## config.mk

```make
export PLATFORM = sky130hd
export DESIGN_NAME = descriptor_loop_parser_unit_flat
export DESIGN_NICKNAME = d
export VERILOG_FILES = /design/src/dlp_pkg.sv /design/src/dlp_if.sv /design/src/dlp_front.sv /design/src/dlp_queue.sv /design/src/dlp_back.sv /design/src/descriptor_loop_parser_unit.sv /design/src/flat_wrapper.sv
export SDC_FILE = /design/constraint.sdc
export NUM_CORES = 1
export LEC_CHECK = 0
export BUFFER_PORTS_ARGS = -buffer_cell sky130_fd_sc_hd__clkbuf_2
export CORE_MARGIN = 2
export CORE_UTILIZATION = 53
export DETAILED_ROUTE_END_ITERATION = 7
export PLACE_DENSITY = 0.72
export SYNTH_ARGS = -nofsm -noshare
export SYNTH_HDL_FRONTEND = slang
export SYNTH_SLANG_ARGS = --single-unit
```

## constraint.sdc

```tcl
create_clock -name clk_i -period 8.48 [get_ports clk_i]
set_input_delay 0.424 -clock clk_i [delete_from_list [all_inputs] [get_ports clk_i]]
set_output_delay 0.424 -clock clk_i [all_outputs]
set_load 0.02 [all_outputs]
```

## src/dlp_pkg.sv

```systemverilog
// shared types, codes and constants of the descriptor loop parser
// no dependencies; used by every module of the block
package dlp_pkg;

  localparam logic [7:0] PRIVATE_TAG_MIN = 8'h80;
  localparam int unsigned LOOP_LEN_W = 12;
  localparam int unsigned AREA_W = 13;
  localparam logic [2:0] SPEC_BYTES = 3'd4;
  localparam int unsigned CFG_INDEX_W = 2;
  localparam int unsigned CFG_DATA_W = 32;

  // reset values of the configuration registers
  localparam logic RST_HEADER_MODE = 1'b0;
  localparam logic [7:0] RST_SPECIFIER_TAG = 8'd95;
  localparam logic [7:0] RST_MATCH_TAG = 8'd0;
  localparam logic [31:0] RST_MATCH_SPECIFIER = 32'd0;

  // depth of the event queue between the parser and the result stage
  localparam int unsigned QDEPTH = 3;
  localparam int unsigned QPTR_W = (QDEPTH > 1) ? $clog2(QDEPTH) : 1;
  localparam int unsigned QCNT_W = $clog2(QDEPTH + 1);

  typedef enum logic [CFG_INDEX_W-1:0] {
    CFG_HEADER_MODE     = 2'd0,
    CFG_SPECIFIER_TAG   = 2'd1,
    CFG_MATCH_TAG       = 2'd2,
    CFG_MATCH_SPECIFIER = 2'd3
  } cfg_index_e;

  typedef enum logic [2:0] {
    PH_IDLE      = 3'd0,
    PH_HDR1      = 3'd1,
    PH_HDR2      = 3'd2,
    PH_TAG       = 3'd3,
    PH_LEN       = 3'd4,
    PH_PAY       = 3'd5,
    PH_SKIP_PART = 3'd6,
    PH_SKIP_OVER = 3'd7
  } phase_e;

  typedef enum logic [1:0] {
    ST_OK        = 2'd0,
    ST_PARTIAL   = 2'd1,
    ST_HDR_TRUNC = 2'd2,
    ST_LOOP_OVER = 2'd3
  } status_e;

  typedef enum logic {
    KIND_DESC   = 1'b0,
    KIND_STATUS = 1'b1
  } kind_e;

  typedef struct packed {
    logic        header_mode;
    logic [7:0]  specifier_tag;
    logic [7:0]  match_tag;
    logic [31:0] match_specifier;
  } cfg_t;

  // what one input byte leaves for the result stage
  typedef struct packed {
    logic        has_desc;
    logic [7:0]  tag;
    logic [7:0]  length;
    logic [31:0] spec;
    logic        has_status;
    status_e     status;
  } event_t;

endpackage

```

## src/dlp_if.sv

```systemverilog
// valid/ready channels of the descriptor loop parser: byte input and result output
// no dependencies; the status field is a plain two-bit code
interface dlp_in_if;
  logic        valid;
  logic        ready;
  logic [7:0]  data_byte;
  logic        area_start;
  logic [12:0] area_size;
  logic        new_list;

  modport source (output valid, data_byte, area_start, area_size, new_list, input ready);
  modport sink (input valid, data_byte, area_start, area_size, new_list, output ready);
endinterface

interface dlp_out_if;
  logic        valid;
  logic        ready;
  logic        kind;
  logic [7:0]  tag;
  logic [7:0]  payload_length;
  logic [31:0] specifier;
  logic        tag_match;
  logic        orphan_private;
  logic [1:0]  status;
  logic        last;

  modport source (output valid, kind, tag, payload_length, specifier, tag_match,
                  orphan_private, status, last, input ready);
  modport sink (input valid, kind, tag, payload_length, specifier, tag_match,
                orphan_private, status, last, output ready);
endinterface

```

## src/dlp_front.sv

```systemverilog
// front end: accepts area bytes, walks the tag-length-payload structure and
// tracks the private data specifier; depends on dlp_pkg and dlp_in_if
module dlp_front (
  input  logic              clk_i,
  input  logic              rst_ni,
  input  dlp_pkg::cfg_t     cfg_i,
  dlp_in_if.sink            in_i,
  input  logic              full_i,
  output logic              push_o,
  output dlp_pkg::event_t   event_o
);

  dlp_pkg::phase_e phase_q, phase_d;
  logic [dlp_pkg::AREA_W-1:0] area_q, area_d;
  logic [dlp_pkg::AREA_W-1:0] loop_q, loop_d;
  logic [7:0]  tag_q, tag_d;
  logic [7:0]  len_q, len_d;
  logic [7:0]  pay_q, pay_d;
  logic [31:0] coll_q, coll_d;
  logic [2:0]  cnt_q, cnt_d;
  logic [31:0] cur_q, cur_d;

  logic fire;
  logic run;
  logic [dlp_pkg::AREA_W-1:0] size_eff;
  logic [dlp_pkg::AREA_W-1:0] rest;
  logic [dlp_pkg::LOOP_LEN_W-1:0] hdr_len;
  logic [31:0] desc_spec;
  dlp_pkg::event_t ev;

  assign in_i.ready = !full_i;
  assign fire = in_i.valid && in_i.ready;
  assign push_o = fire && (ev.has_desc || ev.has_status);
  assign event_o = ev;

  always_comb begin
    phase_d = phase_q;
    area_d = area_q;
    loop_d = loop_q;
    tag_d = tag_q;
    len_d = len_q;
    pay_d = pay_q;
    coll_d = coll_q;
    cnt_d = cnt_q;
    cur_d = cur_q;
    ev = '0;
    ev.status = dlp_pkg::ST_OK;
    size_eff = '0;
    rest = '0;
    hdr_len = '0;
    desc_spec = '0;
    run = 1'b0;

    if (fire) begin
      run = 1'b1;
      if (in_i.area_start) begin
        if (in_i.new_list) begin
          cur_d = '0;
        end
        size_eff = (in_i.area_size == '0) ? dlp_pkg::AREA_W'(1) : in_i.area_size;
        area_d = size_eff;
        if (cfg_i.header_mode) begin
          if (size_eff < dlp_pkg::AREA_W'(2)) begin
            // no room for the length field: reject at once
            area_d = '0;
            phase_d = dlp_pkg::PH_IDLE;
            ev.has_status = 1'b1;
            ev.status = dlp_pkg::ST_HDR_TRUNC;
            run = 1'b0;
          end else begin
            loop_d = '0;
            phase_d = dlp_pkg::PH_HDR1;
          end
        end else begin
          loop_d = size_eff;
          phase_d = dlp_pkg::PH_TAG;
        end
      end else if (phase_q == dlp_pkg::PH_IDLE) begin
        run = 1'b0;
      end
    end

    if (run) begin
      unique case (phase_d)
        dlp_pkg::PH_HDR1: begin
          loop_d = {1'b0, in_i.data_byte[3:0], 8'h00};
          phase_d = dlp_pkg::PH_HDR2;
        end
        dlp_pkg::PH_HDR2: begin
          hdr_len = {loop_d[11:8], in_i.data_byte};
          rest = (area_d != '0) ? area_d - dlp_pkg::AREA_W'(1) : '0;
          if ({1'b0, hdr_len} > rest) begin
            loop_d = '0;
            phase_d = dlp_pkg::PH_SKIP_OVER;
          end else begin
            loop_d = {1'b0, hdr_len};
            phase_d = dlp_pkg::PH_TAG;
          end
        end
        dlp_pkg::PH_TAG: begin
          if (loop_d == '0) begin
            // past the loop: byte is dropped
          end else if (loop_d == dlp_pkg::AREA_W'(1)) begin
            loop_d = '0;
            phase_d = dlp_pkg::PH_SKIP_PART;
          end else begin
            tag_d = in_i.data_byte;
            loop_d = loop_d - dlp_pkg::AREA_W'(1);
            phase_d = dlp_pkg::PH_LEN;
          end
        end
        dlp_pkg::PH_LEN: begin
          if (loop_d != '0) begin
            loop_d = loop_d - dlp_pkg::AREA_W'(1);
          end
          len_d = in_i.data_byte;
          coll_d = '0;
          cnt_d = '0;
          if ({5'b0, in_i.data_byte} > loop_d) begin
            loop_d = '0;
            phase_d = dlp_pkg::PH_SKIP_PART;
          end else if (in_i.data_byte == 8'h00) begin
            ev.has_desc = 1'b1;
            phase_d = dlp_pkg::PH_TAG;
          end else begin
            pay_d = in_i.data_byte;
            phase_d = dlp_pkg::PH_PAY;
          end
        end
        dlp_pkg::PH_PAY: begin
          if (loop_d != '0) begin
            loop_d = loop_d - dlp_pkg::AREA_W'(1);
          end
          if (cnt_d < dlp_pkg::SPEC_BYTES) begin
            coll_d = {coll_d[23:0], in_i.data_byte};
            cnt_d = cnt_d + 3'd1;
          end
          if (pay_d != 8'h00) begin
            pay_d = pay_d - 8'd1;
          end
          if (pay_d == 8'h00) begin
            ev.has_desc = 1'b1;
            phase_d = dlp_pkg::PH_TAG;
          end
        end
        default: begin
        end
      endcase

      if (ev.has_desc) begin
        // a specifier descriptor replaces the current specifier
        if (tag_d == cfg_i.specifier_tag) begin
          desc_spec = (cnt_d >= dlp_pkg::SPEC_BYTES) ? coll_d : '0;
          cur_d = desc_spec;
        end else begin
          desc_spec = cur_d;
        end
        ev.tag = tag_d;
        ev.length = len_d;
        ev.spec = desc_spec;
      end

      if (area_d != '0) begin
        area_d = area_d - dlp_pkg::AREA_W'(1);
      end
      if (area_d == '0) begin
        ev.has_status = 1'b1;
        if (phase_d == dlp_pkg::PH_SKIP_OVER) begin
          ev.status = dlp_pkg::ST_LOOP_OVER;
        end else if (phase_d == dlp_pkg::PH_TAG && loop_d == '0) begin
          ev.status = dlp_pkg::ST_OK;
        end else begin
          ev.status = dlp_pkg::ST_PARTIAL;
        end
        phase_d = dlp_pkg::PH_IDLE;
        loop_d = '0;
      end
    end
  end

  always_ff @(posedge clk_i or negedge rst_ni) begin
    if (!rst_ni) begin
      phase_q <= dlp_pkg::PH_IDLE;
      area_q <= '0;
      loop_q <= '0;
      tag_q <= '0;
      len_q <= '0;
      pay_q <= '0;
      coll_q <= '0;
      cnt_q <= '0;
      cur_q <= '0;
    end else begin
      phase_q <= phase_d;
      area_q <= area_d;
      loop_q <= loop_d;
      tag_q <= tag_d;
      len_q <= len_d;
      pay_q <= pay_d;
      coll_q <= coll_d;
      cnt_q <= cnt_d;
      cur_q <= cur_d;
    end
  end

  a_idle_no_area: assert property (@(posedge clk_i) disable iff (!rst_ni)
    phase_q == dlp_pkg::PH_IDLE |-> area_q == '0)
    else $error("idle parser with bytes left in area");

  a_collect_bound: assert property (@(posedge clk_i) disable iff (!rst_ni)
    cnt_q <= dlp_pkg::SPEC_BYTES)
    else $error("specifier collect count overrun");

endmodule

```

## src/dlp_queue.sv

```systemverilog
// short event queue between the parser front end and the result stage
// flop-based ring of dlp_pkg::QDEPTH entries; depends on dlp_pkg
module dlp_queue (
  input  logic            clk_i,
  input  logic            rst_ni,
  input  logic            push_i,
  input  dlp_pkg::event_t push_data_i,
  input  logic            pop_i,
  output dlp_pkg::event_t head_o,
  output logic            empty_o,
  output logic            full_o
);

  dlp_pkg::event_t mem_q [dlp_pkg::QDEPTH];
  logic [dlp_pkg::QPTR_W-1:0] wr_ptr_q, rd_ptr_q;
  logic [dlp_pkg::QCNT_W-1:0] count_q;

  function automatic logic [dlp_pkg::QPTR_W-1:0] ptr_inc(
    input logic [dlp_pkg::QPTR_W-1:0] ptr
  );
    return (ptr == dlp_pkg::QPTR_W'(dlp_pkg::QDEPTH - 1)) ? '0 : ptr + dlp_pkg::QPTR_W'(1);
  endfunction

  assign empty_o = (count_q == '0);
  assign full_o = (count_q == dlp_pkg::QCNT_W'(dlp_pkg::QDEPTH));
  assign head_o = mem_q[rd_ptr_q];

  always_ff @(posedge clk_i) begin
    if (push_i) begin
      mem_q[wr_ptr_q] <= push_data_i;
    end
  end

  always_ff @(posedge clk_i or negedge rst_ni) begin
    if (!rst_ni) begin
      wr_ptr_q <= '0;
      rd_ptr_q <= '0;
      count_q <= '0;
    end else begin
      if (push_i) begin
        wr_ptr_q <= ptr_inc(wr_ptr_q);
      end
      if (pop_i) begin
        rd_ptr_q <= ptr_inc(rd_ptr_q);
      end
      if (push_i && !pop_i) begin
        count_q <= count_q + dlp_pkg::QCNT_W'(1);
      end else if (pop_i && !push_i) begin
        count_q <= count_q - dlp_pkg::QCNT_W'(1);
      end
    end
  end

  a_no_push_full: assert property (@(posedge clk_i) disable iff (!rst_ni)
    push_i |-> !full_o)
    else $error("push into full event queue");

  a_no_pop_empty: assert property (@(posedge clk_i) disable iff (!rst_ni)
    pop_i |-> !empty_o)
    else $error("pop from empty event queue");

endmodule

```

## src/dlp_back.sv

```systemverilog
// result stage: turns queued events into descriptor and status results,
// evaluates the search match; depends on dlp_pkg and dlp_out_if
module dlp_back (
  input  logic            clk_i,
  input  logic            rst_ni,
  input  dlp_pkg::cfg_t   cfg_i,
  input  dlp_pkg::event_t head_i,
  input  logic            empty_i,
  output logic            pop_o,
  dlp_out_if.source       out_o
);

  logic sent_q, sent_d;
  logic show_desc;
  logic final_res;
  logic fire;
  logic check;

  assign show_desc = head_i.has_desc && !sent_q;
  assign final_res = !show_desc || !head_i.has_status;
  assign fire = out_o.valid && out_o.ready;
  assign pop_o = fire && final_res;

  // specifier only checked for a private match tag with a nonzero specifier
  assign check = (cfg_i.match_specifier != '0) && (cfg_i.match_tag >= dlp_pkg::PRIVATE_TAG_MIN);

  always_comb begin
    out_o.valid = !empty_i;
    out_o.last = final_res;
    out_o.kind = dlp_pkg::KIND_STATUS;
    out_o.tag = '0;
    out_o.payload_length = '0;
    out_o.specifier = '0;
    out_o.tag_match = 1'b0;
    out_o.orphan_private = 1'b0;
    out_o.status = head_i.status;
    if (show_desc) begin
      out_o.kind = dlp_pkg::KIND_DESC;
      out_o.tag = head_i.tag;
      out_o.payload_length = head_i.length;
      out_o.specifier = head_i.spec;
      out_o.tag_match = (head_i.tag == cfg_i.match_tag) &&
                        (!check || head_i.spec == cfg_i.match_specifier);
      out_o.orphan_private = (head_i.tag >= dlp_pkg::PRIVATE_TAG_MIN) && (head_i.spec == '0);
      out_o.status = dlp_pkg::ST_OK;
    end
  end

  always_comb begin
    sent_d = sent_q;
    if (pop_o) begin
      sent_d = 1'b0;
    end else if (fire) begin
      sent_d = 1'b1;
    end
  end

  always_ff @(posedge clk_i or negedge rst_ni) begin
    if (!rst_ni) begin
      sent_q <= 1'b0;
    end else begin
      sent_q <= sent_d;
    end
  end

  a_sent_pair: assert property (@(posedge clk_i) disable iff (!rst_ni)
    sent_q |-> (!empty_i && head_i.has_desc && head_i.has_status))
    else $error("descriptor marked sent without a pending status");

  a_event_nonempty: assert property (@(posedge clk_i) disable iff (!rst_ni)
    !empty_i |-> (head_i.has_desc || head_i.has_status))
    else $error("queued event carries no result");

endmodule

```

## src/descriptor_loop_parser_unit.sv

```systemverilog
// a byte's event is registered in the event queue before its result is offered
// throughput: one byte per cycle while the event queue is not full; a byte that ends
//   a descriptor and its area gives two results, and the three-entry queue absorbs it
// reset: asynchronous, active low; parser idle, specifier zero, registers at defaults
// holds the configuration registers and ties front end, queue and result stage
// depends on dlp_pkg, dlp_if, dlp_front, dlp_queue, dlp_back
module descriptor_loop_parser_unit (
  input  logic                                  clk_i,
  input  logic                                  rst_ni,
  dlp_in_if.sink                                in_i,
  dlp_out_if.source                             out_o,
  input  logic                                  cfg_we_i,
  input  logic [dlp_pkg::CFG_INDEX_W-1:0]       cfg_index_i,
  input  logic [dlp_pkg::CFG_DATA_W-1:0]        cfg_data_i
);

  dlp_pkg::cfg_t   cfg_q;
  dlp_pkg::event_t ev;
  dlp_pkg::event_t head;
  logic push;
  logic pop;
  logic empty;
  logic full;

  always_ff @(posedge clk_i or negedge rst_ni) begin
    if (!rst_ni) begin
      cfg_q.header_mode <= dlp_pkg::RST_HEADER_MODE;
      cfg_q.specifier_tag <= dlp_pkg::RST_SPECIFIER_TAG;
      cfg_q.match_tag <= dlp_pkg::RST_MATCH_TAG;
      cfg_q.match_specifier <= dlp_pkg::RST_MATCH_SPECIFIER;
    end else if (cfg_we_i) begin
      unique case (dlp_pkg::cfg_index_e'(cfg_index_i))
        dlp_pkg::CFG_HEADER_MODE:     cfg_q.header_mode <= cfg_data_i[0];
        dlp_pkg::CFG_SPECIFIER_TAG:   cfg_q.specifier_tag <= cfg_data_i[7:0];
        dlp_pkg::CFG_MATCH_TAG:       cfg_q.match_tag <= cfg_data_i[7:0];
        dlp_pkg::CFG_MATCH_SPECIFIER: cfg_q.match_specifier <= cfg_data_i[31:0];
        default: begin
        end
      endcase
    end
  end

  dlp_front u_front (
    .clk_i   (clk_i),
    .rst_ni  (rst_ni),
    .cfg_i   (cfg_q),
    .in_i    (in_i),
    .full_i  (full),
    .push_o  (push),
    .event_o (ev)
  );

  dlp_queue u_queue (
    .clk_i       (clk_i),
    .rst_ni      (rst_ni),
    .push_i      (push),
    .push_data_i (ev),
    .pop_i       (pop),
    .head_o      (head),
    .empty_o     (empty),
    .full_o      (full)
  );

  dlp_back u_back (
    .clk_i   (clk_i),
    .rst_ni  (rst_ni),
    .cfg_i   (cfg_q),
    .head_i  (head),
    .empty_i (empty),
    .pop_o   (pop),
    .out_o   (out_o)
  );

endmodule

```

## src/flat_wrapper.sv

```systemverilog
// flat-port wrapper written by rule: the top's interface ports become plain ports
module descriptor_loop_parser_unit_flat 
  (clk_i, rst_ni, cfg_we_i, cfg_index_i, cfg_data_i, in_i_valid, in_i_data_byte, in_i_area_start, in_i_area_size, in_i_new_list, in_i_ready, out_o_valid, out_o_kind, out_o_tag, out_o_payload_length, out_o_specifier, out_o_tag_match, out_o_orphan_private, out_o_status, out_o_last, out_o_ready);
  dlp_in_if in_i_i ();
  dlp_out_if out_o_i ();
  input  logic clk_i;
  input  logic rst_ni;
  input  logic cfg_we_i;
  input  logic [dlp_pkg::CFG_INDEX_W-1:0] cfg_index_i;
  input  logic [dlp_pkg::CFG_DATA_W-1:0] cfg_data_i;
  input wire logic [$bits(in_i_i.valid)-1:0] in_i_valid;
  input wire logic [$bits(in_i_i.data_byte)-1:0] in_i_data_byte;
  input wire logic [$bits(in_i_i.area_start)-1:0] in_i_area_start;
  input wire logic [$bits(in_i_i.area_size)-1:0] in_i_area_size;
  input wire logic [$bits(in_i_i.new_list)-1:0] in_i_new_list;
  output wire logic [$bits(in_i_i.ready)-1:0] in_i_ready;
  output wire logic [$bits(out_o_i.valid)-1:0] out_o_valid;
  output wire logic [$bits(out_o_i.kind)-1:0] out_o_kind;
  output wire logic [$bits(out_o_i.tag)-1:0] out_o_tag;
  output wire logic [$bits(out_o_i.payload_length)-1:0] out_o_payload_length;
  output wire logic [$bits(out_o_i.specifier)-1:0] out_o_specifier;
  output wire logic [$bits(out_o_i.tag_match)-1:0] out_o_tag_match;
  output wire logic [$bits(out_o_i.orphan_private)-1:0] out_o_orphan_private;
  output wire logic [$bits(out_o_i.status)-1:0] out_o_status;
  output wire logic [$bits(out_o_i.last)-1:0] out_o_last;
  input wire logic [$bits(out_o_i.ready)-1:0] out_o_ready;
  assign in_i_i.valid = in_i_valid;
  assign in_i_i.data_byte = in_i_data_byte;
  assign in_i_i.area_start = in_i_area_start;
  assign in_i_i.area_size = in_i_area_size;
  assign in_i_i.new_list = in_i_new_list;
  assign in_i_ready = in_i_i.ready;
  assign out_o_valid = out_o_i.valid;
  assign out_o_kind = out_o_i.kind;
  assign out_o_tag = out_o_i.tag;
  assign out_o_payload_length = out_o_i.payload_length;
  assign out_o_specifier = out_o_i.specifier;
  assign out_o_tag_match = out_o_i.tag_match;
  assign out_o_orphan_private = out_o_i.orphan_private;
  assign out_o_status = out_o_i.status;
  assign out_o_last = out_o_i.last;
  assign out_o_i.ready = out_o_ready;
  descriptor_loop_parser_unit u_core (.clk_i(clk_i), .rst_ni(rst_ni), .in_i(in_i_i), .out_o(out_o_i), .cfg_we_i(cfg_we_i), .cfg_index_i(cfg_index_i), .cfg_data_i(cfg_data_i));
endmodule
```

* Yosys cells after proc, flatten, opt, wreduce, memory -nomap -nowiden
Memories as Yosys holds them, arrays and structs flattened.
Cells that the tools add are included.
** Operators by class
- Add/sub/neg operators :: 8
- Order comparisons :: 7
- Equality and inequality tests :: 19
- Mux-type cells :: 95
- Reductions and logical operators :: 44
** Operators by type and width (number)
- 32-bit two-way mux :: 9
- 13-bit two-way mux :: 22
- 8-bit two-way mux :: 12
- 13-bit case mux with 5 select lines :: 1
- 32-bit case mux with 2 select lines :: 1
- 3-bit two-way mux :: 18
- 13-bit zero test :: 4
- 52-bit two-way mux :: 1
- 48-bit two-way mux :: 1
- 32-bit == test :: 1
- 32-bit zero test :: 1
- 32-bit nonzero test :: 1
- 13-bit nonzero test :: 2
- 13-bit by 1-bit subtractor with 13-bit output, second input constant :: 2
- 1-bit two-way mux :: 18
- 8-bit == test :: 2
- 8-bit greater-or-equal comparator, second input constant :: 2
- 8-bit zero test :: 2
- 8-bit case mux with 2 select lines :: 1
- 3-bit case mux with 5 select lines :: 1
- 2-bit two-way mux :: 7
- 13-bit by 1-bit == test with 1-bit output, second input constant :: 1
- 12-bit by 13-bit > comparator with 1-bit output :: 1
- 8-bit by 13-bit > comparator with 1-bit output :: 1
- 25 further kinds :: 61
** Word-level totals
- Register bits :: 176
- Bits in writable memories :: 156
- Bits of input ports :: 62
- Output and inout bits :: 56
- Word-level logic and storage cells :: 191
- Memories :: 1
** Memories
- u_core.u_queue.mem_q :: depth 3, bits a word 52, read ports 1, clocked after memory_dff 0, wr ports 1, line dlp_queue.sv:14 : dlp_pkg::event_t mem_q [dlp_pkg::QDEPTH];

* Longest topological paths before layout
Gate-level depths: netlist of the first run.
- Depth after elaboration :: 27
- Mapped depth :: 28
- Depth with buffers taken out :: 23

* Cells and area by module
From an unflattened synthesis of the first run, not the netlist that was laid out.
** Second synthesis, totals
- Cell total of the unflattened synthesis :: 1604
- Area total of the unflattened synthesis :: 17853.4 um^2
** By module, submodules not included
- dlp_front :: instances 1, cells an instance 1002, area each 8790.9 um^2, seq. area each 3002.9 um^2
- dlp_queue :: instances 1, cells an instance 355, area each 6112.1 um^2, seq. area each 4834.6 um^2
- descriptor_loop_parser_unit :: instances 1, cells an instance 105, area each 1971.9 um^2, seq. area each 1233.7 um^2
- dlp_back :: instances 1, cells an instance 142, area each 978.4 um^2, seq. area each 25.0 um^2

* Worst setup path after synthesis of the first run
OpenSTA, ideal clock, no wires.
- Path type :: input port to flip-flop
- Start :: input port in_i_area_size[7]
- End :: memory u_core.u_queue.mem_q[1][0] (netlist name) (enable)
- Setup time :: 537 ps
- Arrival :: 8418 ps
- Required time :: 7943 ps
- Path slack :: -475 ps
- Cell stages on the path :: 20
- Path buffers :: 5
- Path through :: buf_6 nor4_4 and4_1 buf_2 nor2_1 a22oi_1 ha_1 o2111ai_2 clkbuf_1 ha_1 nand3_1 or3b_1 nor4b_1 a41oi_1 or4_1 buf_2 or2_4 and3_4 buf_6 nor3b_1
** On the way
- Longest elaborated chain between the ends :: 20
- Elaborated cells between the ends (all ways) :: 45
- Classes of those cells :: 2 x add/sub; 2 x order compare; 2 x eq/ne; 33 x mux; 6 x reduce/logical
** RTL lines
- from (decl) :: line flat_wrapper.sv:14 : input wire logic [$bits(in_i_i.area_size)-1:0] in_i_area_size;
- 13-bit zero test :: line dlp_front.sv:60 : size_eff = (in_i.area_size == '0) ? dlp_pkg::AREA_W'(1) : in_i.area_size;
- 13-bit two-way mux * :: line dlp_front.sv:60
- 13-bit by 2-bit < comparator with 1-bit output :: line dlp_front.sv:63 : if (size_eff < dlp_pkg::AREA_W'(2)) begin
- 13-bit two-way mux :: line dlp_front.sv:63
- 13-bit two-way mux :: line dlp_front.sv:62 : if (cfg_i.header_mode) begin
- 13-bit two-way mux :: line dlp_front.sv:56 : if (in_i.area_start) begin
- 13-bit two-way mux :: line dlp_front.sv:54 : if (fire) begin
- 13-bit by 1-bit subtractor with 13-bit output / 13-bit nonzero test (equally long branches) :: line dlp_front.sv:114, dlp_front.sv:113
- [... 4 more ...]
- 1-bit two-way mux :: line dlp_front.sv:119 : if ({5'b0, in_i.data_byte} > loop_d) begin
- 1-bit case mux with 2 select lines :: line dlp_front.sv:84 : unique case (phase_d)
- 1-bit two-way mux :: line dlp_front.sv:83 : if (run) begin
- 52-bit two-way mux * :: line dlp_front.sv:83
- 1-bit logical OR * :: line dlp_front.sv:33 : assign push_o = fire && (ev.has_desc || ev.has_status);
- 1-bit logical AND * :: line dlp_front.sv:33
- 1-bit two-way mux * :: line dlp_queue.sv:29 : if (push_i) begin
- 1-bit two-way mux (not written as such) * :: line dlp_queue.sv:30 : mem_q[wr_ptr_q] <= push_data_i;
- to (decl) :: line dlp_queue.sv:14
Every way passes the cells marked *; elsewhere a longest branch is shown, timed or not. The select of a mux whose other input is x is not followed.

* Final worst setup path of the first run
- Start :: register u_core.u_queue.count_q[0] (netlist name)
- End :: register u_core.u_front.cur_q[27]
** On the way
- Longest elaborated chain between the ends :: 14
- Elaborated cells between the ends (all ways) :: 34
- Classes of those cells :: 1 x add/sub; 2 x order compare; 6 x eq/ne; 21 x mux; 4 x reduce/logical
** RTL lines
- from (decl) :: line dlp_queue.sv:16 : logic [dlp_pkg::QCNT_W-1:0] count_q;
- from (signal assigned) :: line dlp_queue.sv:47 : count_q <= count_q + dlp_pkg::QCNT_W'(1);
- from (signal assigned) :: line dlp_queue.sv:49 : count_q <= count_q - dlp_pkg::QCNT_W'(1);
- 2-bit == test * :: line dlp_queue.sv:25 : assign full_o = (count_q == dlp_pkg::QCNT_W'(dlp_pkg::QDEPTH));
- 1-bit zero test * :: line dlp_front.sv:31 : assign in_i.ready = !full_i;
- 1-bit logical AND * :: line dlp_front.sv:32 : assign fire = in_i.valid && in_i.ready;
- 13-bit two-way mux :: line dlp_front.sv:54
- 13-bit by 1-bit subtractor with 13-bit output / 13-bit nonzero test (equally long branches) :: line dlp_front.sv:114, dlp_front.sv:113
- 13-bit two-way mux :: line dlp_front.sv:113 : if (loop_d != '0) begin
- 13-bit two-way mux :: line dlp_front.sv:84
- 13-bit two-way mux :: line dlp_front.sv:83
- 8-bit by 13-bit > comparator with 1-bit output :: line dlp_front.sv:119
- 1-bit two-way mux :: line dlp_front.sv:119
- 1-bit case mux with 2 select lines :: line dlp_front.sv:84
- 1-bit two-way mux :: line dlp_front.sv:83
- 32-bit two-way mux :: line dlp_front.sv:150 : if (ev.has_desc) begin
- 32-bit two-way mux * :: line dlp_front.sv:83
- net u_core.u_front.cur_d[27] :: line dlp_front.sv:21 : logic [31:0] cur_q, cur_d;
- to (signal assigned) :: line dlp_front.sv:201 : cur_q <= cur_d;
- to (decl) :: line dlp_front.sv:21
Mark *: on every way through the listed nets, which the timed path passes. The rest lies on a longest branch. The select of a mux whose other input is x is not followed.
A chain may end at the register's enable or synchronous reset.

==> load_flow_metrics.sql, run 1 <==
INSERT INTO impl_metrics (metric_group, metric, value, unit) VALUES
('outcome', 'status', 'finished, violations left', ''),
('outcome', 'violated_checks', 'hold timing', ''),
('synth', 'post_synth_and_or_nand_nor_area_fraction', '14.2', '%'),
('place', 'gpl_congestion', '0.984', ''),
('synth', 'ffs_w_async_s_r_synth', '53.0', '%'),
('timing', 'period_needed', '6700', 'ps'),
('synth', 'synth_edf_count', '156', ''),
('layout', 'n_antenna_cell', '0', ''),
('route', 'routedWlPerCell', '22.0', 'µm'),
('die', 'die_area', '35300', 'µm²'),
('critical_path', 'critPathKind', 'reg2reg', ''),
('route', 'dr.first_iter.drc_count', '1236', ''),
('critical_path', 'worstPathMaxFanout', '33', ''),
('clock_network', 'tritoncts_num_sinks', '332', ''),
('route', 'dr_total_vias', '13427', ''),
('timing', 'finalSetupViolations', '0', ''),
('synth', 'post_synth_net_total', '1739', ''),
('die', 'fp.dieH', '188', 'µm'),
('layout', 'design.final.nets', '1808', ''),
('die', 'chipWidth', '188', 'µm'),
('layout', 'final_design_area_no_fill', '20100', 'µm²'),
('job', 'maxCapViolCount', '0', ''),
('timing', 'timing.final.crit_share', '79.0', '%'),
('clock_network', 'reg_clk_slew_reported_paths', '60', 'ps'),
('route', 'drc', '0', ''),
('synth', 'ys_types', '94', ''),
('synth', 'muxShareOfSynthArea', '12.9', '%'),
('synth', 'complex_gate_fraction_of_the_synthesized_area', '13.4', '%'),
('synth', 'synth.most_common_cell', 'nor2_1', ''),
('critical_path', 'launching_element_type_of_the_critical_path', 'flop', ''),
('synth', 'synthesis.instances', '1647', ''),
('global_route', 'groute.usage.overall', '27.2', '%'),
('layout', 'drive_above_1_share', '19.5', '%'),
('route', 'wl', '48100', 'µm'),
('synth', 'post_synth_fa_ha_maj_area_fraction', '2.09', '%'),
('worst_hold_path', 'min_delay_worst_type', 'in2async', ''),
('synth', 'ys_top_cells_by_count', '233 x nor2_1, 170 x dfrtp_1, 156 x edfxtp_1', ''),
('clock_network', 'numCtsBuffers', '37', ''),
('layout', 'flow.area_growth_from_synthesis', '11.8', '%'),
('clock_network', 'post_cts_buffers', '0', ''),
('die', 'boundaryPins', '118', ''),
('timing', 'finalHoldViolCount', '2', ''),
('synth', 'largest_family_of_logic_cells_by_synthesized_area', 'simple AND/OR/NAND/NOR gates', ''),
('critical_path', 'rr_startpoint', 'u_core.u_queue.count_q[0]', ''),
('power', 'power.ir.vdd_worst', '181', 'µV'),
('die', 'coreArea', '33400', 'µm²'),
('global_route', 'grt_pass1_vias', '13207', ''),
('power', 'static-leakage-power', '0.00839', 'µW'),
('global_route', 'grt_start_max_net_pins', '101', ''),
('synth', 'register_area_share_after_synthesis', '50.7', '%'),
('global_route', 'global_route_wire_length_before_repair', '75800', 'µm'),
('power', 'cellPowerDensity', '314', 'nW/µm²'),
('global_route', 'grt_antenna_before_repair', '0', ''),
('timing', 'final_max_slew_viol_count', '0', ''),
('synth', 'synthesis.yosys.warnings', '0', ''),
('timing', 'hold_ws', '-10.7', 'ps'),
('clock_network', 'worst_skew_pair.late_latency', '540', 'ps'),
('critical_path', 'regToRegEndpoint', 'u_core.u_front.cur_q[27]', ''),
('clock_network', 'number_of_levels_in_the_clock_h_tree', '2', ''),
('synth', 'synthesis.area', '17900', 'µm²'),
('critical_path', 'endpoint_kind', 'flop', ''),
('synth', 'avgSynthCellArea', '10.9', 'µm²'),
('clock_network', 'cts_tree', 'built', ''),
('synth', 'synth_top_cells_by_area', 'edfxtp_1 26%, dfrtp_1 24%, mux2i_1 5.9%', ''),
('critical_path', 'cp_data_arrival_time', '7100', 'ps'),
('synth', 'primary_ff_master_synth', 'dfrtp_1', ''),
('die', 'initial_core_util', '53.6', '%'),
('clock_network', 'post_cts_resize_count', '0', ''),
('route', 'drt_pre_antenna_iters', '6', ''),
('clock_network', 'ctsLongestPathBuffers', '3', ''),
('synth', 'yosys_register_bits', '332', '');
==> stage by stage <==
| step | setup TNS [ps] | power (µW) | hold WS [ps] | setup slack (ps) | std cells |
|---|---|---|---|---|---|
| after floorplan | -59070 | 3850 | 128 | -475 | 1647 |
| after global placement | 0 | 4590 | 464 | 1690 | 2125 |
| after detailed placement | 0 | 4590 | 471 | 1630 | 2125 |
| after CTS | 0 | 6290 | 57.5 | 1810 | 2192 |
| after global routing | 0 | 6620 | 86.5 | 1380 | 2192 |
| final | 0 | 6290 | -10.7 | 1780 | 2192 |
==> report_power, final <==
part,switching [µW],internal (µW)
Sequential,247,1880
Combinational,1580,899
Clock,659,1020
Total,2490,3800
==> state kept, by name, summed over array words and instances (netlist names), named ones only <==
signal	flops
u_core.cfg_q	49
u_core.u_back.sent_q	1
u_core.u_front.area_q	13
u_core.u_front.cnt_q	1
u_core.u_front.coll_q	32
u_core.u_front.cur_q	32
u_core.u_front.len_q	8
u_core.u_front.loop_q	13
u_core.u_front.pay_q	8
u_core.u_front.phase_q	3
u_core.u_front.tag_q	8
u_core.u_queue.count_q	2
u_core.u_queue.mem_q	156
u_core.u_queue.rd_ptr_q	2
u_core.u_queue.wr_ptr_q	2
==> metal layers <==
metal  up-vias  part of all wire, %  global-route usage [%]
met5         -                    0                       0
met4         0                  2.0                    6.51
met3        76                  7.3                    4.29
met2       506                   46                    42.9
met1      6639                   44                    39.6
li1       6206                    -                       -
==> cell families after synthesis <==
group | Yosys count
xor+xnor | 71
flops | 332
buf+inv | 128
simple gates | 520
compound gates | 360
mux | 206
fa+ha+maj | 30
==> how the worst max path moves through the flow <==
| stage | start | to | slack, ps | cells past startpoint |
|---|---|---|---|---|
| 5_1_grt | u_core.u_queue.count_q[0] | u_core.u_front.cur_q[27] | 1380 | 16 |
| 4_1_cts | u_core.u_queue.count_q[0] | u_core.u_front.cur_q[27] | 1810 | 16 |
| 3_3_place_gp | in_i_area_start | u_core.u_front.cur_q[28] | 1690 | 17 |
| 6_report | u_core.u_queue.count_q[0] | u_core.u_front.cur_q[27] | 1780 | 16 |
| 3_5_place_dp | in_i_area_size[7] | u_core.u_queue.mem_q[1][27] | 1630 | 17 |
| 2_1_floorplan | in_i_area_size[7] | u_core.u_queue.mem_q[1][0] | -470 | 20 |
==> worst max-delay path, stage by stage (launching register included) <==
cell	delay, ps
dfrtp_1	450
a21bo_1	370
nor2_4	510
nand2_1	100
buf_4	220
a22oi_1	520
inv_1	170
ha_1	250
nor2_1	140
nor4_1	100
a21oi_2	650
mux2i_1	480
xnor2_1	130
nor4_1	360
nand2_2	660
or2_2	950
mux2_4	450
==> final cells by class <==
class | instances | area (µm²)
clock buffers | 46 | 991
clock inverters | 21 | 287
fillers | 2767 | 13400
inverters | 21 | 78.8
multi-input cells | 1187 | 8290
flip-flops and latches | 332 | 9100
well taps | 448 | 561
repair buffers | 137 | 742
==> layout by cell type, fill, tap and decap left out, drive strengths merged, types with 7 or more instances in the layout <==
master / Yosys / final
nor2: 234 / 234
xor2: 45 / 45
nand2b: 9 / 9
mux2: 100 / 100
nand3: 19 / 19
clkbuf: 76 / 162
a21o: 7 / 7
edfxtp: 156 / 156
clkinv: 0 / 10
a22oi: 42 / 42
o21ai: 63 / 63
nor3: 22 / 22
ha: 30 / 30
nor4: 31 / 31
nand4: 31 / 31
and2: 42 / 42
nor2b: 8 / 8
dfrtp: 170 / 170
a31oi: 13 / 13
a21oi: 124 / 124
buf: 31 / 21
nand2: 79 / 79
xnor2: 26 / 26
inv: 21 / 23
mux2i: 106 / 106
a22o: 42 / 42
or2: 7 / 7
Power figures use the tool's default switching activity.
==> inputs of run 2 (changes only) <==
--- a/config.mk
+++ b/config.mk
@@ -5,11 +5,12 @@
 export SDC_FILE = /design/constraint.sdc
 export NUM_CORES = 1
 export LEC_CHECK = 0
+export ABC_AREA = 1
 export BUFFER_PORTS_ARGS = -buffer_cell sky130_fd_sc_hd__clkbuf_2
 export CORE_MARGIN = 2
 export CORE_UTILIZATION = 53
 export DETAILED_ROUTE_END_ITERATION = 7
-export PLACE_DENSITY = 0.72
+export PLACE_DENSITY = 0.69
 export SYNTH_ARGS = -nofsm -noshare
 export SYNTH_HDL_FRONTEND = slang
 export SYNTH_SLANG_ARGS = --single-unit
==> constraint.sdc (replaced) <==
create_clock -name clk_i -period 6.8 [get_ports clk_i]
set_input_delay 0.34 -clock clk_i [delete_from_list [all_inputs] [get_ports clk_i]]
set_output_delay 0.34 -clock clk_i [all_outputs]
set_load 0.02 [all_outputs]
==> load_flow_metrics.sql, run 2 <==
INSERT INTO impl_metrics (metric_group, metric, value, unit) VALUES
('outcome', 'status', 'complete, no violations', ''),
('route', 'dr_total_vias', '15157', ''),
('die', 'coreArea', '33400', 'µm²'),
('route', 'viasPerCell', '5.66', ''),
('timing', 'final_max_slew_viol_count', '0', ''),
('die', 'boundaryPins', '118', ''),
('route', 'routedWlPerCell', '18.5', 'µm'),
('timing', 'worst_slew_margin_rel', '22.3', '%'),
('critical_path', 'launching_element_type_of_the_critical_path', 'flop', ''),
('critical_path', 'critPathKind', 'reg2reg', ''),
('critical_path', 'worstPathBufferInverterCount', '7', ''),
('synth', 'synthesis.area', '17900', 'µm²'),
('synth', 'avgSynthCellArea', '8.40', 'µm²'),
('global_route', 'groute.usage.overall', '28.2', '%'),
('layout', 'largest_reg_flops', '156', ''),
('worst_hold_path', 'timing.hold.worst_endpoint', 'u_core.cfg_q[31]', ''),
('global_route', 'grt_overflow_total', '0', ''),
('synth', 'ffs_w_async_s_r_synth', '53.0', '%'),
('layout', 'final_core_utilization', '60.3', '%'),
('critical_path', 'cp_data_arrival_time', '6160', 'ps'),
('power', 'p_int', '5050', 'µW'),
('synth', 'fraction_of_synthesized_cell_area_taken_by_the_top_area_cell_type', '26.2', '%'),
('clock_network', 'post_cts_resize_count', '0', ''),
('clock_network', 'worst_skew_pair.late_latency', '540', 'ps'),
('timing', 'finClkSkew', '29.0', 'ps'),
('layout', 'n_antenna_cell', '0', ''),
('route', 'wl', '49400', 'µm'),
('synth', 'ys_types', '55', ''),
('clock_network', 'reg_clk_slew_reported_paths', '60', 'ps'),
('timing', 'rsz0062_at_grt', 'false', ''),
('worst_hold_path', 'hold_depth', '2', ''),
('timing', 'period_needed', '5950', 'ps'),
('synth', 'synthesis.instances', '2126', ''),
('timing', 'post-route-worst-setup-slack', '853', 'ps'),
('route', 'drc', '0', ''),
('power', 'fraction_of_power_consumed_by_the_clock_network', '23.1', '%'),
('layout', 'drive_above_1_share', '12.5', '%'),
('synth', 'primary_ff_master_synth', 'dfrtp_1', ''),
('global_route', 'global_route_wire_length_before_repair', '79100', 'µm'),
('route', 'dr.first_iter.drc_count', '1499', ''),
('layout', 'design.final.nets', '2295', ''),
('layout', 'reg.largest.list', 'u_core.u_queue.mem_q (156), u_core.cfg_q (49)', ''),
('critical_path', 'rr_startpoint', 'u_core.u_queue.count_q[0]', ''),
('layout', 'final_design_area_no_fill', '20100', 'µm²'),
('global_route', 'grt_pass1_vias', '14428', ''),
('clock_network', 'holdBufCountCts', '1', ''),
('place', 'gpl_congestion', '0.900', ''),
('die', 'initial_core_util', '53.5', '%'),
('synth', 'yosys_register_bits', '332', ''),
('worst_hold_path', 'min_delay_worst_type', 'in2reg', ''),
('clock_network', 'numCtsBuffers', '36', ''),
('clock_network', 'tritoncts_num_sinks', '332', ''),
('synth', 'synth_top_area_cell', 'edfxtp_1', ''),
('die', 'rows', '67', ''),
('critical_path', 'worstPathMaxFanout', '24', ''),
('timing', 'achievable-frequency', '168', 'MHz'),
('power', 'total_switching_power', '4180', 'µW'),
('route', 'drt_pre_antenna_iters', '6', ''),
('synth', 'ys_top_cells_by_count', '543 x nand2_1, 179 x inv_1, 171 x nor2_1', ''),
('critical_path', 'ff2ff_setup_slack', '850', 'ps'),
('timing', 'setup-tns-final', '0', 'ps'),
('place', 'dp.final_hpwl', '34000', 'µm'),
('layout', 'final.fill_count', '2989', ''),
('critical_path', 'timing.reg2reg.worst_path_depth', '34', ''),
('global_route', 'grt_antenna_before_repair', '1', ''),
('critical_path', 'crit_slowest_cell', 'nor2_4', ''),
('synth', 'post_synth_net_total', '2218', ''),
('job', 'maxCapViolCount', '0', ''),
('synth', 'synth.most_common_cell', 'nand2_1', ''),
('die', 'chipWidth', '188', 'µm'),
('synth', 'synthesis.yosys.warnings', '0', ''),
('layout', 'register_bank_with_the_most_flops', 'u_core.u_queue.mem_q', ''),
('place', 'dp_slack', '856', 'ps'),
('synth', 'synth_edf_count', '156', ''),
('critical_path', 'endpoint_kind', 'flop', ''),
('critical_path', 'critical_path.max_stage_delay', '610', 'ps'),
('timing', 'timing.final.crit_share', '87.4', '%'),
('route', 'antenna_left', '0', ''),
('timing', 'finalSetupViolations', '0', ''),
('worst_hold_path', 'timing.hold.worst.start', 'cfg_data_i[31]', ''),
('clock_network', 'number_of_levels_in_the_clock_h_tree', '2', ''),
('clock_network', 'cts_tree', 'built', ''),
('timing', 'finalHoldViolCount', '0', ''),
('layout', 'flow.area_growth_from_synthesis', '12.7', '%'),
('place', 'post_dp_cell_area', '18800', 'µm²'),
('global_route', 'grt_start_max_net_pins', '74', ''),
('power', 'power.share.sequential', '27.7', '%'),
('power', 'static-leakage-power', '0.00898', 'µW'),
('clock_network', 'post_cts_buffers', '0', ''),
('die', 'die_area', '35200', 'µm²'),
('clock_network', 'root_buffer', 'clkbuf_16', ''),
('critical_path', 'regToRegEndpoint', 'u_core.u_queue.mem_q[0][27]', ''),
('layout', 'final_common_cell', 'nand2_1', ''),
('timing', 'tightestPinTransition', '1160', 'ps'),
('critical_path', 'cp_top_family', 'simple AND/OR/NAND/NOR gates', ''),
('power', 'comb_power_share', '49.1', '%'),
('die', 'fp.dieH', '188', 'µm'),
('synth', 'synth_top_cells_by_area', 'edfxtp_1 26%, dfrtp_1 24%, nand2_1 11%', ''),
('clock_network', 'ctsLongestPathBuffers', '3', ''),
('layout', 'most-common-layout-cells', '542 x nand2_1, 179 x inv_1, 169 x dfrtp_1', ''),
('power', 'p_sw_share', '45.3', '%'),
('synth', 'register_area_share_after_synthesis', '50.9', '%'),
('place', 'io_buffer_count', '117', ''),
('power', 'cellPowerDensity', '459', 'nW/µm²'),
('power', 'power', '9230', 'µW'),
('power', 'power.ir.vdd_worst', '228', 'µV'),
('critical_path', 'critPathRequiredTime', '7020', 'ps');
run 2: cell types whose count changed in the layout (fill, tap and decap cells not counted), sizes merged, moves of 33 or more:
cell / delta
o21ai: +110
a22o: -40
mux2: -96
a22oi: -42
nand2: +484
nor2: -58
mux2i: -106
nand3: +150
inv: +167
o22ai: +38
and2: -41
o211ai: +36
and3: +33
run 2: power groups by stage:
| stage | clock, µW | combinational (µW) | sequential, µW |
|---|---|---|---|
| 3_3_place_gp | 0 | 4430 | 2580 |
| 2_1_floorplan | 0 | 3220 | 2530 |
| 3_5_place_dp | 0 | 4490 | 2590 |
| 6_report | 2140 | 4530 | 2560 |
| 4_1_cts | 2160 | 4510 | 2550 |
| 5_1_grt | 2230 | 5050 | 2590 |
run 2: per-layer routing:
metal  global-route usage (%)  wire, µm  vias to the layer above
li1                         -         -                     7345
met1                     41.7     22700                     7252
met2                     43.1     22000                      477
met3                     4.83      3390                       83
met4                     7.87      1260                        0
met5                        0         0                        -
run 2: cell families (layout without fill, tap and decap cells):
| family | Yosys count | after routing | share of synthesized area [%] |
|---|---|---|---|
| AOI/OAI and AO/OA | 390 | 390 | 12.4 |
| xor gates and xnor gates | 54 | 54 | 2.65 |
| adders and majority gates | 30 | 30 | 2.10 |
| buffers and inverters | 290 | 394 | 6.44 |
| DFF | 332 | 332 | 50.9 |
| muxes | 4 | 4 | 0.252 |
| and+or+nand+nor | 1026 | 1026 | 25.2 |
run 2: layout make-up:
class                   count  area [µm²]  area share, %
clock buffers              42         943           4.69
clock inverters            23         345           1.72
inverters                 190         721           3.58
multi-input cells        1504        7680           38.2
flip-flops and latches    332        9100           45.2
well taps                 448         561           2.79
repair buffers            139         772           3.84
run 2: metrics by stage:
| step | hold WS [ps] | cells |
|---|---|---|
| 2_1_floorplan | 44.4 | 2126 |
| 3_3_place_gp | 377 | 2612 |
| 3_5_place_dp | 368 | 2612 |
| 4_1_cts | 23.0 | 2678 |
| 5_1_grt | 30.8 | 2678 |
| 6_report | 36.3 | 2678 |
run 2: worst max-delay path by stage:
| stage | to | from | slack, ps | cells after the start |
|---|---|---|---|---|
| finish | u_core.u_queue.mem_q[0][27] | u_core.u_queue.count_q[0] | 850 | 34 |
| global route | u_core.u_front.cur_q[30] | u_core.u_queue.count_q[0] | 270 | 35 |
| CTS | u_core.u_queue.mem_q[0][27] | u_core.u_queue.count_q[0] | 880 | 34 |
| detailed placement | u_core.u_queue.mem_q[0][25] | in_i_area_start | 860 | 32 |
| global placement | u_core.u_queue.mem_q[0][25] | in_i_area_start | 1040 | 32 |
| floorplan | u_core.u_queue.mem_q[0][0] | u_core.u_queue.count_q[0] | 290 | 33 |
run 2: worst register-to-register path: cells and delay by family (launching register included):
| kind | cells | cell delay, ps |
|---|---|---|
| AOI/OAI and AO/OA | 6 | 740 |
| adders and majority gates | 2 | 500 |
| and+or+nand+nor | 19 | 2830 |
| buffers and inverters | 7 | 1180 |
| DFF | 1 | 390 |
